===== src/hw/rtl/smsd_pkg.sv =====
// Shared constants, command/status structs and controller state type for the
// sample statistics block. No dependencies.
`default_nettype none

package smsd_pkg;

  // Sample format and run bound
  localparam int SAMPLE_BITS   = 16;
  localparam int FRACTION_BITS = 8;
  localparam int MAX_SAMPLES   = 65535;

  // Port field widths
  localparam int IN_DATA_W   = 16;
  localparam int OUT_CNT_W   = 16;
  localparam int OUT_MM_W    = 16;
  localparam int MEAN_W      = 24;
  localparam int SD_W        = 24;
  localparam int OUT_DATA_W  = OUT_CNT_W + 2 * OUT_MM_W + MEAN_W + SD_W;
  localparam int OUT_USER_W  = 2;

  // Accumulator widths
  localparam int CNT_W = $clog2(MAX_SAMPLES + 1);
  localparam int SUM_W = SAMPLE_BITS + CNT_W;
  localparam int MAG_W = SAMPLE_BITS;
  localparam int SQ_W  = 2 * SAMPLE_BITS - 1 + CNT_W;

  // Finish arithmetic widths
  localparam int PA_W    = CNT_W + SQ_W;
  localparam int PB_W    = 2 * SUM_W;
  localparam int DIFF_W  = (PA_W > PB_W) ? PA_W : PB_W;
  localparam int NUM_W   = DIFF_W + 2 * FRACTION_BITS;
  localparam int DIV_W   = 2 * CNT_W;
  localparam int SQREM_W = SD_W + 2;
  localparam int STEP_W  = $clog2(NUM_W);

  // Mean saturation bounds
  localparam logic [MEAN_W-1:0] MEAN_POS_SAT = {1'b0, {(MEAN_W-1){1'b1}}};
  localparam logic [MEAN_W-1:0] MEAN_NEG_SAT = {1'b1, {(MEAN_W-1){1'b0}}};

  typedef enum logic [2:0] {
    ST_ACCUM,
    ST_MUL,
    ST_DIV_MEAN,
    ST_MEAN_FIX,
    ST_DIV_VAR,
    ST_SQ_PREP,
    ST_SQRT,
    ST_DONE
  } state_t;

  typedef struct packed {
    logic acc_en;
    logic out_ld;
    logic mul_ld;
    logic div_step;
    logic mean_ld;
    logic sq_prep;
    logic sq_step;
    logic sq_last;
  } cmd_t;

  typedef struct packed {
    logic cnt_zero;
    logic cnt_lt2;
    logic var_neg;
    logic sd_sat;
  } sts_t;

endpackage

`default_nettype wire


===== src/hw/rtl/smsd_ctrl.sv =====
// Controller: sequences accumulate, multiply, divide and square-root phases
// and owns the stream handshakes. Depends on smsd_pkg.
`default_nettype none

module smsd_ctrl (
  input  wire logic            clk,
  input  wire logic            rst_n,
  input  wire logic            in_tvalid,
  input  wire logic            in_tlast,
  output logic                 in_tready,
  input  wire logic            out_tready,
  output logic                 out_tvalid,
  output smsd_pkg::cmd_t       cmd,
  input  wire smsd_pkg::sts_t  sts
);

  smsd_pkg::state_t state_r, state_nxt;
  logic [smsd_pkg::STEP_W-1:0] step_r, step_nxt;
  logic out_valid_r, out_valid_nxt;
  logic div_last, sq_last, out_free;

  assign div_last = (step_r == smsd_pkg::STEP_W'(smsd_pkg::NUM_W - 1));
  assign sq_last  = (step_r == smsd_pkg::STEP_W'(smsd_pkg::SD_W - 1));
  assign out_free = !out_valid_r || out_tready;

  // Next state
  always_comb begin
    state_nxt = state_r;
    case (state_r)
      smsd_pkg::ST_ACCUM: begin
        if (in_tvalid && in_tlast) state_nxt = smsd_pkg::ST_MUL;
      end
      smsd_pkg::ST_MUL: begin
        state_nxt = sts.cnt_zero ? smsd_pkg::ST_DONE : smsd_pkg::ST_DIV_MEAN;
      end
      smsd_pkg::ST_DIV_MEAN: begin
        if (div_last) state_nxt = smsd_pkg::ST_MEAN_FIX;
      end
      smsd_pkg::ST_MEAN_FIX: begin
        if (sts.cnt_lt2 || sts.var_neg) state_nxt = smsd_pkg::ST_DONE;
        else state_nxt = smsd_pkg::ST_DIV_VAR;
      end
      smsd_pkg::ST_DIV_VAR: begin
        if (div_last) state_nxt = smsd_pkg::ST_SQ_PREP;
      end
      smsd_pkg::ST_SQ_PREP: begin
        state_nxt = sts.sd_sat ? smsd_pkg::ST_DONE : smsd_pkg::ST_SQRT;
      end
      smsd_pkg::ST_SQRT: begin
        if (sq_last) state_nxt = smsd_pkg::ST_DONE;
      end
      smsd_pkg::ST_DONE: begin
        if (out_free) state_nxt = smsd_pkg::ST_ACCUM;
      end
      default: state_nxt = smsd_pkg::ST_ACCUM;
    endcase
  end

  // Commands and handshake
  always_comb begin
    cmd       = '0;
    in_tready = 1'b0;
    step_nxt  = '0;
    case (state_r)
      smsd_pkg::ST_ACCUM: begin
        in_tready  = 1'b1;
        cmd.acc_en = in_tvalid;
      end
      smsd_pkg::ST_MUL: begin
        cmd.mul_ld = 1'b1;
      end
      smsd_pkg::ST_DIV_MEAN, smsd_pkg::ST_DIV_VAR: begin
        cmd.div_step = 1'b1;
        step_nxt     = div_last ? '0 : step_r + smsd_pkg::STEP_W'(1);
      end
      smsd_pkg::ST_MEAN_FIX: begin
        cmd.mean_ld = 1'b1;
      end
      smsd_pkg::ST_SQ_PREP: begin
        cmd.sq_prep = 1'b1;
      end
      smsd_pkg::ST_SQRT: begin
        cmd.sq_step = 1'b1;
        cmd.sq_last = sq_last;
        step_nxt    = sq_last ? '0 : step_r + smsd_pkg::STEP_W'(1);
      end
      smsd_pkg::ST_DONE: begin
        cmd.out_ld = out_free;
      end
      default: begin
        cmd = '0;
      end
    endcase
  end

  // Hold a result until the transaction completes
  always_comb begin
    if (cmd.out_ld) out_valid_nxt = 1'b1;
    else if (out_tready) out_valid_nxt = 1'b0;
    else out_valid_nxt = out_valid_r;
  end

  assign out_tvalid = out_valid_r;

  always_ff @(posedge clk) begin
    if (!rst_n) begin
      state_r     <= smsd_pkg::ST_ACCUM;
      step_r      <= '0;
      out_valid_r <= 1'b0;
    end else begin
      state_r     <= state_nxt;
      step_r      <= step_nxt;
      out_valid_r <= out_valid_nxt;
    end
  end

endmodule

`default_nettype wire


===== config.mk =====
export PLATFORM = sky130hd
export DESIGN_NAME = smsd_ctrl
export DESIGN_NICKNAME = d
export VERILOG_FILES = /design/src/hw/rtl/smsd_pkg.sv /design/src/hw/rtl/smsd_ctrl.sv
export SDC_FILE = /design/constraint.sdc
export NUM_CORES = 1
export LEC_CHECK = 0
export ABC_AREA = 1
export BUFFER_PORTS_ARGS = -buffer_cell sky130_fd_sc_hd__buf_2
export CORE_MARGIN = 5
export CORE_UTILIZATION = 49
export CTS_BUF_LIST = sky130_fd_sc_hd__clkbuf_16
export CTS_CLUSTER_DIAMETER = 30
export CTS_CLUSTER_SIZE = 12
export DETAILED_ROUTE_END_ITERATION = 10
export GPL_TIMING_DRIVEN = 0
export HOLD_SLACK_MARGIN = 0.12
export PLACE_DENSITY_LB_ADDON = 0.25
export SETUP_SLACK_MARGIN = 0.02
export SLEW_MARGIN = 10
export SYNTH_ARGS = -nofsm -noshare
export SYNTH_HDL_FRONTEND = slang
export SYNTH_SLANG_ARGS = --single-unit
export TNS_END_PERCENT = 30

===== constraint.sdc =====
create_clock -name clk -period 1.46 [get_ports clk]
set_input_delay 0.219 -clock clk [delete_from_list [all_inputs] [get_ports clk]]
set_output_delay 0.219 -clock clk [all_outputs]
set_load 0.005 [all_outputs]

==> summary.txt, run 1 <==
Status
  • Status: completed

Logic synthesis
  • Synthesized net count: 108
  • Top cells by area, synth: dfxtp_1 33%, nor2_1 9.6%, nand2_1 9.0%
  • Most numerous cell in the Yosys netlist: nor2_1
  • Netlist cell types: 21
  • Mapped Cells: 98
  • Post-synth top cells: 17 x nor2_1, 16 x nand2_1, 13 x inv_1
  • Ys async rst share: 0%
  • Mean Syn Cell Area: 6.82 um^2
  • Seq/Total Area, Yosys: 33.0%
  • Area share of the largest cell type after synthesis: 33.0%
  • Ys flop type: dfxtp_1
  • Yosys warnings: 0
  • Area leader, netlist: dfxtp_1
  • Area of the mapped netlist: 668 um^2
  • Seq cells post-synth: 11
  • EDFF count, synth: 0

Timing
  • Fmax: 696 MHz
  • Worst Tran Pin Value: 0.281 ns
  • Worst Skew: 0.00498 ns
  • Final hold violations: 0
  • Post-layout min period: 1.44 ns
  • RSZ-0062 raised after global routing: true
  • Slew Limit Fails: 0
  • Setup ws final: 0.0237 ns
  • Finish-stage setup viols: 0
  • Worst hold slack: 0.245 ns
  • Relative slew slack: 81.1%
  • Setup TNS: 0 ns
  • Final worst path period share: 98.4%

Setup path
  • WP buf/inv: 2
  • Slowest Stage Delay on Critical Path: 0.35 ns
  • Critical Path RT: 1.24 ns
  • Slowest-stage cell, CP: dfxtp_2
  • Crit-path max FO: 2
  • CP Class: flip-flop to output port
  • WP data arrival: 1.22 ns
  • Critical path's top delay family: flip-flops
  • CP Capture Type: output port
  • Crit path cell chain: ha_4 -> nand2_4 -> inv_4 -> nand3_4 -> nor4_4 -> buf_2
  • CP Launch Type: flip-flop

Routing
  • Drt via density: 4.75
  • Avg WL per Cell: 11.5 um
  • Drt drc: 0
  • Final WL: 1.64 mm
  • Detail Route Antenna Nets: 0
  • First-pass DRT Iterations: 4
  • DRT iter0 DRCs: 12
  • Vias: 674

Floorplan
  • # rows: 13
  • Die Area: 0.00220 mm^2
  • Die X: 46.9 um
  • Core ar.: 0.00130 mm^2
  • Top-Level Pins: 19
  • Initial Util: 51.3%
  • Die height: 46.9 um

Finish
  • Post-layout instance area: 990 um^2
  • ANT cells: 0
  • Final nets: 138
  • Layout cells sized above 1: 44.9%
  • Finished Layout Cells: 142
  • Area Growth Syn to Fin: 48.1%

Clock tree
  • Clk Tree Root Cell: clkbuf_16
  • Clock latency on the worst-skew pair: 0.24 ns
  • Htree depth: 1
  • Clock Sinks: 11
  • CTS Buffer Depth: 2
  • CTS buffer count: 3
  • CTS tree: yes
  • Clk slew on worst S/H paths: 0.04 ns

Global routing
  • GRT Total Usage: 17.9%
  • First-pass GRT wire length: 2.73 mm
  • Largest net degree at the start of global routing: 11
  • Vias in the first global route: 669
  • Initial antenna violation count: 0
  • Gr ovfl total: 0

Placement
  • Placed Instances: 131
  • IO Port Bufs: 18
  • Detailed Place HPWL: 1.03 mm
  • Routability cong.: 0.822
  • Post-DP Area: 777 um^2
  • Pre-CTS setup slack: 0.0407 ns

Run
  • Maxcap violations: 0

Power
  • PD cells: 1570 mW/mm^2
  • Leak: 0.478 nW
  • Max IR drop VDD: 1410 uV

Min path
  • Hold WC Path Type: input pin to flip-flop
-- logic make-up (layout without fill, tap and decap cells) --
logic type	after synthesis	count (layout)	synth area share, %
buffers and inverters	17	46	11.2
AOI/OAI and AO/OA	8	8	7.86
xor gates and xnor gates	4	4	5.24
DFF	11	11	33.0
adders and majority gates	1	1	1.87
and+or+nand+nor	57	57	40.8
-- metrics by stage --
stage                     utilization, %  total power (W)
after floorplan                        -         0.000840
after global placement              59.7         0.000987
after detailed placement            59.7         0.000999
after CTS                           71.0          0.00152
after global routing                76.1          0.00170
final                               76.1          0.00156
-- worst paths after layout --
| check | end | cells after the start | slack, ns | startpoint |
|---|---|---|---|---|
| setup / recovery | cmd[0] | 6 | 0.02 | step_r[0]$_SDFF_PN0_ |
| setup reg to reg | step_r[6]$_SDFF_PN0_ | 8 | 0.10 | step_r[0]$_SDFF_PN0_ |
| hold / removal | state_r[2]$_SDFFE_PN0P_ | 3 | 0.25 | rst_n |
| hold reg to reg | step_r[0]$_SDFF_PN0_ | 2 | 0.53 | step_r[0]$_SDFF_PN0_ |
-- power breakdown --
part / leakage [nW] / total (W) / switching (W) / internal [W]
combinational: 0.345 / 0.000676 / 0.000418 / 0.000257
sequential: 0.0907 / 0.000393 / 0.0000455 / 0.000347
clock: 0.0423 / 0.000490 / 0.000131 / 0.000359
-- cells in the final DEF (no fill, tap or decap), types with 4 or more instances in the layout --
cell,synthesis,routed
inv_1,13,13
nand2_2,2,4
xor2_1,4,4
buf_4,1,8
nand2_1,16,13
buf_2,0,18
nand3_1,8,7
nor2_1,17,15
nor2_2,7,8
dfxtp_1,11,8
-- sequential cells by signal, indices dropped and copies added (netlist names) --
signal,count
step_r,7
out_tvalid,1
state_r,3
-- worst reg2reg max path, cell delays in order, from the launching register on --
cell and delay (ns):
dfxtp_2 0.35, ha_4 0.15, nand2_4 0.06, buf_4 0.15, nor2_4 0.10, buf_4 0.12, nand3_1 0.07, xor2_1 0.19
nor2_2 0.06
-- what timing repair did --
action	in CTS	in global routing
setup endpoints to repair	5	11
hold buffers	0	0
buffers inserted	4	3
resized for setup	11	9
pin swaps	2	5
hold endpoints to repair	0	0
-- final cells by class --
| cell class | count | area, um^2 |
|---|---|---|
| sequential | 11 | 224 |
| multi-input combinational | 70 | 448 |
| clock buffer | 3 | 75.1 |
| clock inverter | 1 | 3.75 |
| tap | 15 | 18.8 |
| inverter | 15 | 58.8 |
| fill | 97 | 312 |
| timing repair buffer | 25 | 143 |
| buffer | 2 | 18.8 |
-- layer usage --
metal / global-route usage, % / wire length [um] / vias to the layer above
met5: 0 / 0 / -
met1: 17.1 / 614 / 288
met2: 34.1 / 870 / 18
met4: 9.94 / 29 / 0
met3: 4.60 / 124 / 4
li1: - / - / 364
Note: power is estimated with default switching activity, not from simulation.
==> run 2, diff against run 1 <==
Settings changed: CORE_AREA from default to 5 5 42 44, CORE_MARGIN 5 to default, CORE_UTILIZATION 49 to default, CTS_BUF_LIST sky130_fd_sc_hd__clkbuf_16 to sky130_fd_sc_hd__clkbuf_8, DIE_AREA from default to 0 0 47 49.
Clock period 1.46 ns to 1.4 ns, I/O delays scaled along.
==> run 2 against run 1 <==
Effect of this change: the flow now finishes with violations (negative setup slack); combinational power about the same; non-clock buffer count decreased by 5; worst setup slack got worse by 0.18 ns; highest routed layer unchanged.
==> summary.txt, run 2 (synthesis gave the netlist of run 1 again) <==
Setup path
  • WP data arrival: 1.35 ns (+0.13 ns)
  • CP Launch Type: flip-flop
  • R2R cell count: 8 (unchanged)
  • CP Capture Type: output port
  • Worst R2R Setup Slack: 0 ns (-0.10 ns)
  • CP Class: flip-flop to output port
  • Crit-path max FO: 3 (+1)
  • R2R Path End: state_r[0]$_SDFFE_PN0P_
  • Worst reg2reg startpoint: step_r[0]$_SDFF_PN0_
  • Critical Path RT: 1.19 ns (-0.05 ns)

Global routing
  • Vias in the first global route: 620 (-7.3%)
  • First-pass GRT wire length: 2.45 mm (-10%)
  • Initial antenna violation count: 0 (unchanged)
  • Gr ovfl total: 0 (unchanged)
  • Largest net degree at the start of global routing: 11 (unchanged)
  • GRT Total Usage: 14.6% (-3.3 points)

Clock tree
  • CTS tree: yes
  • Post-CTS Hold Fix Bufs: 0 (unchanged)
  • CTS Buffer Depth: 2 (unchanged)
  • Clk Tree Root Cell: clkbuf_8
  • CTS buffer count: 3 (unchanged)
  • Clock Sinks: 11 (unchanged)
  • Clock latency on the worst-skew pair: 0.23 ns (about the same)
  • Clk slew on worst S/H paths: 0.05 ns (about the same)
  • Htree depth: 1 (unchanged)

Finish
  • ANT cells: 0 (unchanged)
  • Layout cells sized above 1: 41.8% (-3.1 points)
  • Top reg by flops: step_r
  • Final nets: 133 (-3.6%)
  • Finished Layout Cells: 138 (-2.8%)
  • Area Growth Syn to Fin: 36.0%
  • Max reg flops: 7 (unchanged)
  • Most frequent cells in the layout: 18 x buf_2, 16 x nor2_1, 14 x nand2_1, 13 x inv_1, 8 x nor2_2
  • Commonest non-fill, non-tap cell in the layout: buf_2

Timing
  • Setup ws final: -0.160 ns (-0.184 ns)
  • Post-layout min period: 1.56 ns
  • Final worst path period share: 111%
  • Worst hold slack: 0.227 ns (-0.0185 ns)
  • Worst Skew: 0.00490 ns (-0.0000818 ns)
  • RSZ-0062 raised after global routing: true
  • Relative slew slack: 84.1% (+3.0 points)
  • Final hold violations: 0 (unchanged)
  • Fmax: 641 MHz
  • Finish-stage setup viols: 2 (+2)
  • Slew Limit Fails: 0 (unchanged)
  • Setup TNS: -0.164 ns (-0.164 ns)
  • Worst Tran Pin Value: 0.237 ns (-0.0435 ns)

Routing
  • Vias: 676 (+0.30%)
  • DRT iter0 DRCs: 7 (-5)
  • Drt drc: 0 (unchanged)
  • Final WL: 1.49 mm (-9.0%)
  • Avg WL per Cell: 10.8 um (-6.4%)
  • First-pass DRT Iterations: 4 (unchanged)
  • Detail Route Antenna Nets: 0 (unchanged)
  • Drt via density: 4.90 (+3.2%)

Power
  • PD cells: 1530 mW/mm^2 (-2.9%)
  • Max IR drop VDD: 1200 uV (-15%)
  • Leak: 0.437 nW (-8.5%)

Placement
  • Placed Instances: 132 (+0.76%)
  • Pre-CTS setup slack: -0.0466 ns (-0.0873 ns)
  • Routability cong.: 0.780 (-5.1%)
  • Detailed Place HPWL: 1.12 mm (+8.4%)
  • IO Port Bufs: 18 (unchanged)

Min path
  • Hold path endpoint: state_r[1]$_SDFFE_PN0P_
  • Hold WC Path Type: input pin to flip-flop
  • Cells on Worst Hold Path: 3 (unchanged)
  • Hold_sp: rst_n

Status
  • Status: finished with violations
  • Failing checks: negative setup slack

Floorplan
  • # rows: 14 (+1)
  • Die X: 47 um (+0.16%)
  • Die Area: 0.00230 mm^2 (+4.6%)
  • Die height: 49 um (+4.4%)
  • Top-Level Pins: 19 (unchanged)
  • Initial Util: 47.7% (-3.7 points)
  • Core ar.: 0.00140 mm^2 (+7.7%)

Run
  • Maxcap violations: 0 (unchanged)
[run 2: worst max-delay path by stage]
stage,to,cells past startpoint,start
final,cmd[0],6,step_r[0]$_SDFF_PN0_
after global routing,cmd[0],6,step_r[1]$_SDFF_PN0_
after CTS,cmd[0],6,step_r[0]$_SDFF_PN0_
after detailed placement,state_r[0]$_SDFFE_PN0P_,8,step_r[0]$_SDFF_PN0_
after global placement,state_r[0]$_SDFFE_PN0P_,8,step_r[0]$_SDFF_PN0_
after floorplan,state_r[0]$_SDFFE_PN0P_,8,step_r[0]$_SDFF_PN0_
[run 2: through the flow]
| step | util [%] | power [W] | cell area (um^2) |
|---|---|---|---|
| after global placement | 55.5 | 0.00103 | 778 |
| final | 64.8 | 0.00139 | 908 |
| after detailed placement | 55.5 | 0.00105 | 778 |
| after floorplan | - | 0.000876 | 668 |
| after global routing | 64.8 | 0.00153 | 908 |
| after CTS | 60.1 | 0.00136 | 842 |
[run 2: per-layer routing]
| layer | vias to the layer above | GRT usage (%) | share of wire [%] | wire [um] |
|---|---|---|---|---|
| met5 | - | 0 | 0 | 0 |
| met4 | 0 | 9.68 | 2.8 | 42 |
| met3 | 4 | 2.21 | 4.9 | 73 |
| met2 | 14 | 22.9 | 54 | 800 |
| met1 | 303 | 17.4 | 38 | 574 |
| li1 | 355 | - | - | - |
[run 2: layout make-up]
class	count	area [um^2]
tap	16	20.0
fill	125	493
clock inverter	1	3.75
buffer	2	18.8
clock buffer	3	41.3
sequential	11	228
multi-input combinational	70	430
inverter	15	61.3
timing repair buffer	20	105
[run 2: critical path: stages (launching register included)]
cell and delay, ns:
dfxtp_4 0.36, ha_4 0.14, nand2_4 0.06, inv_4 0.07
nand3_4 0.07, nor4_4 0.27, buf_2 0.15
[run 2: report_power, final]
part	internal (W)	total, W	switching, W	leakage (nW)
combinational	0.000253	0.000673	0.000420	0.319
clock	0.000191	0.000300	0.000108	0.0269
sequential	0.000364	0.000415	0.0000505	0.0913
[run 2: repair_timing]
action	in CTS	in global routing
setup buffers	0	2
pin swaps	0	4
setup endpoints to repair	7	15
resized for setup	5	14
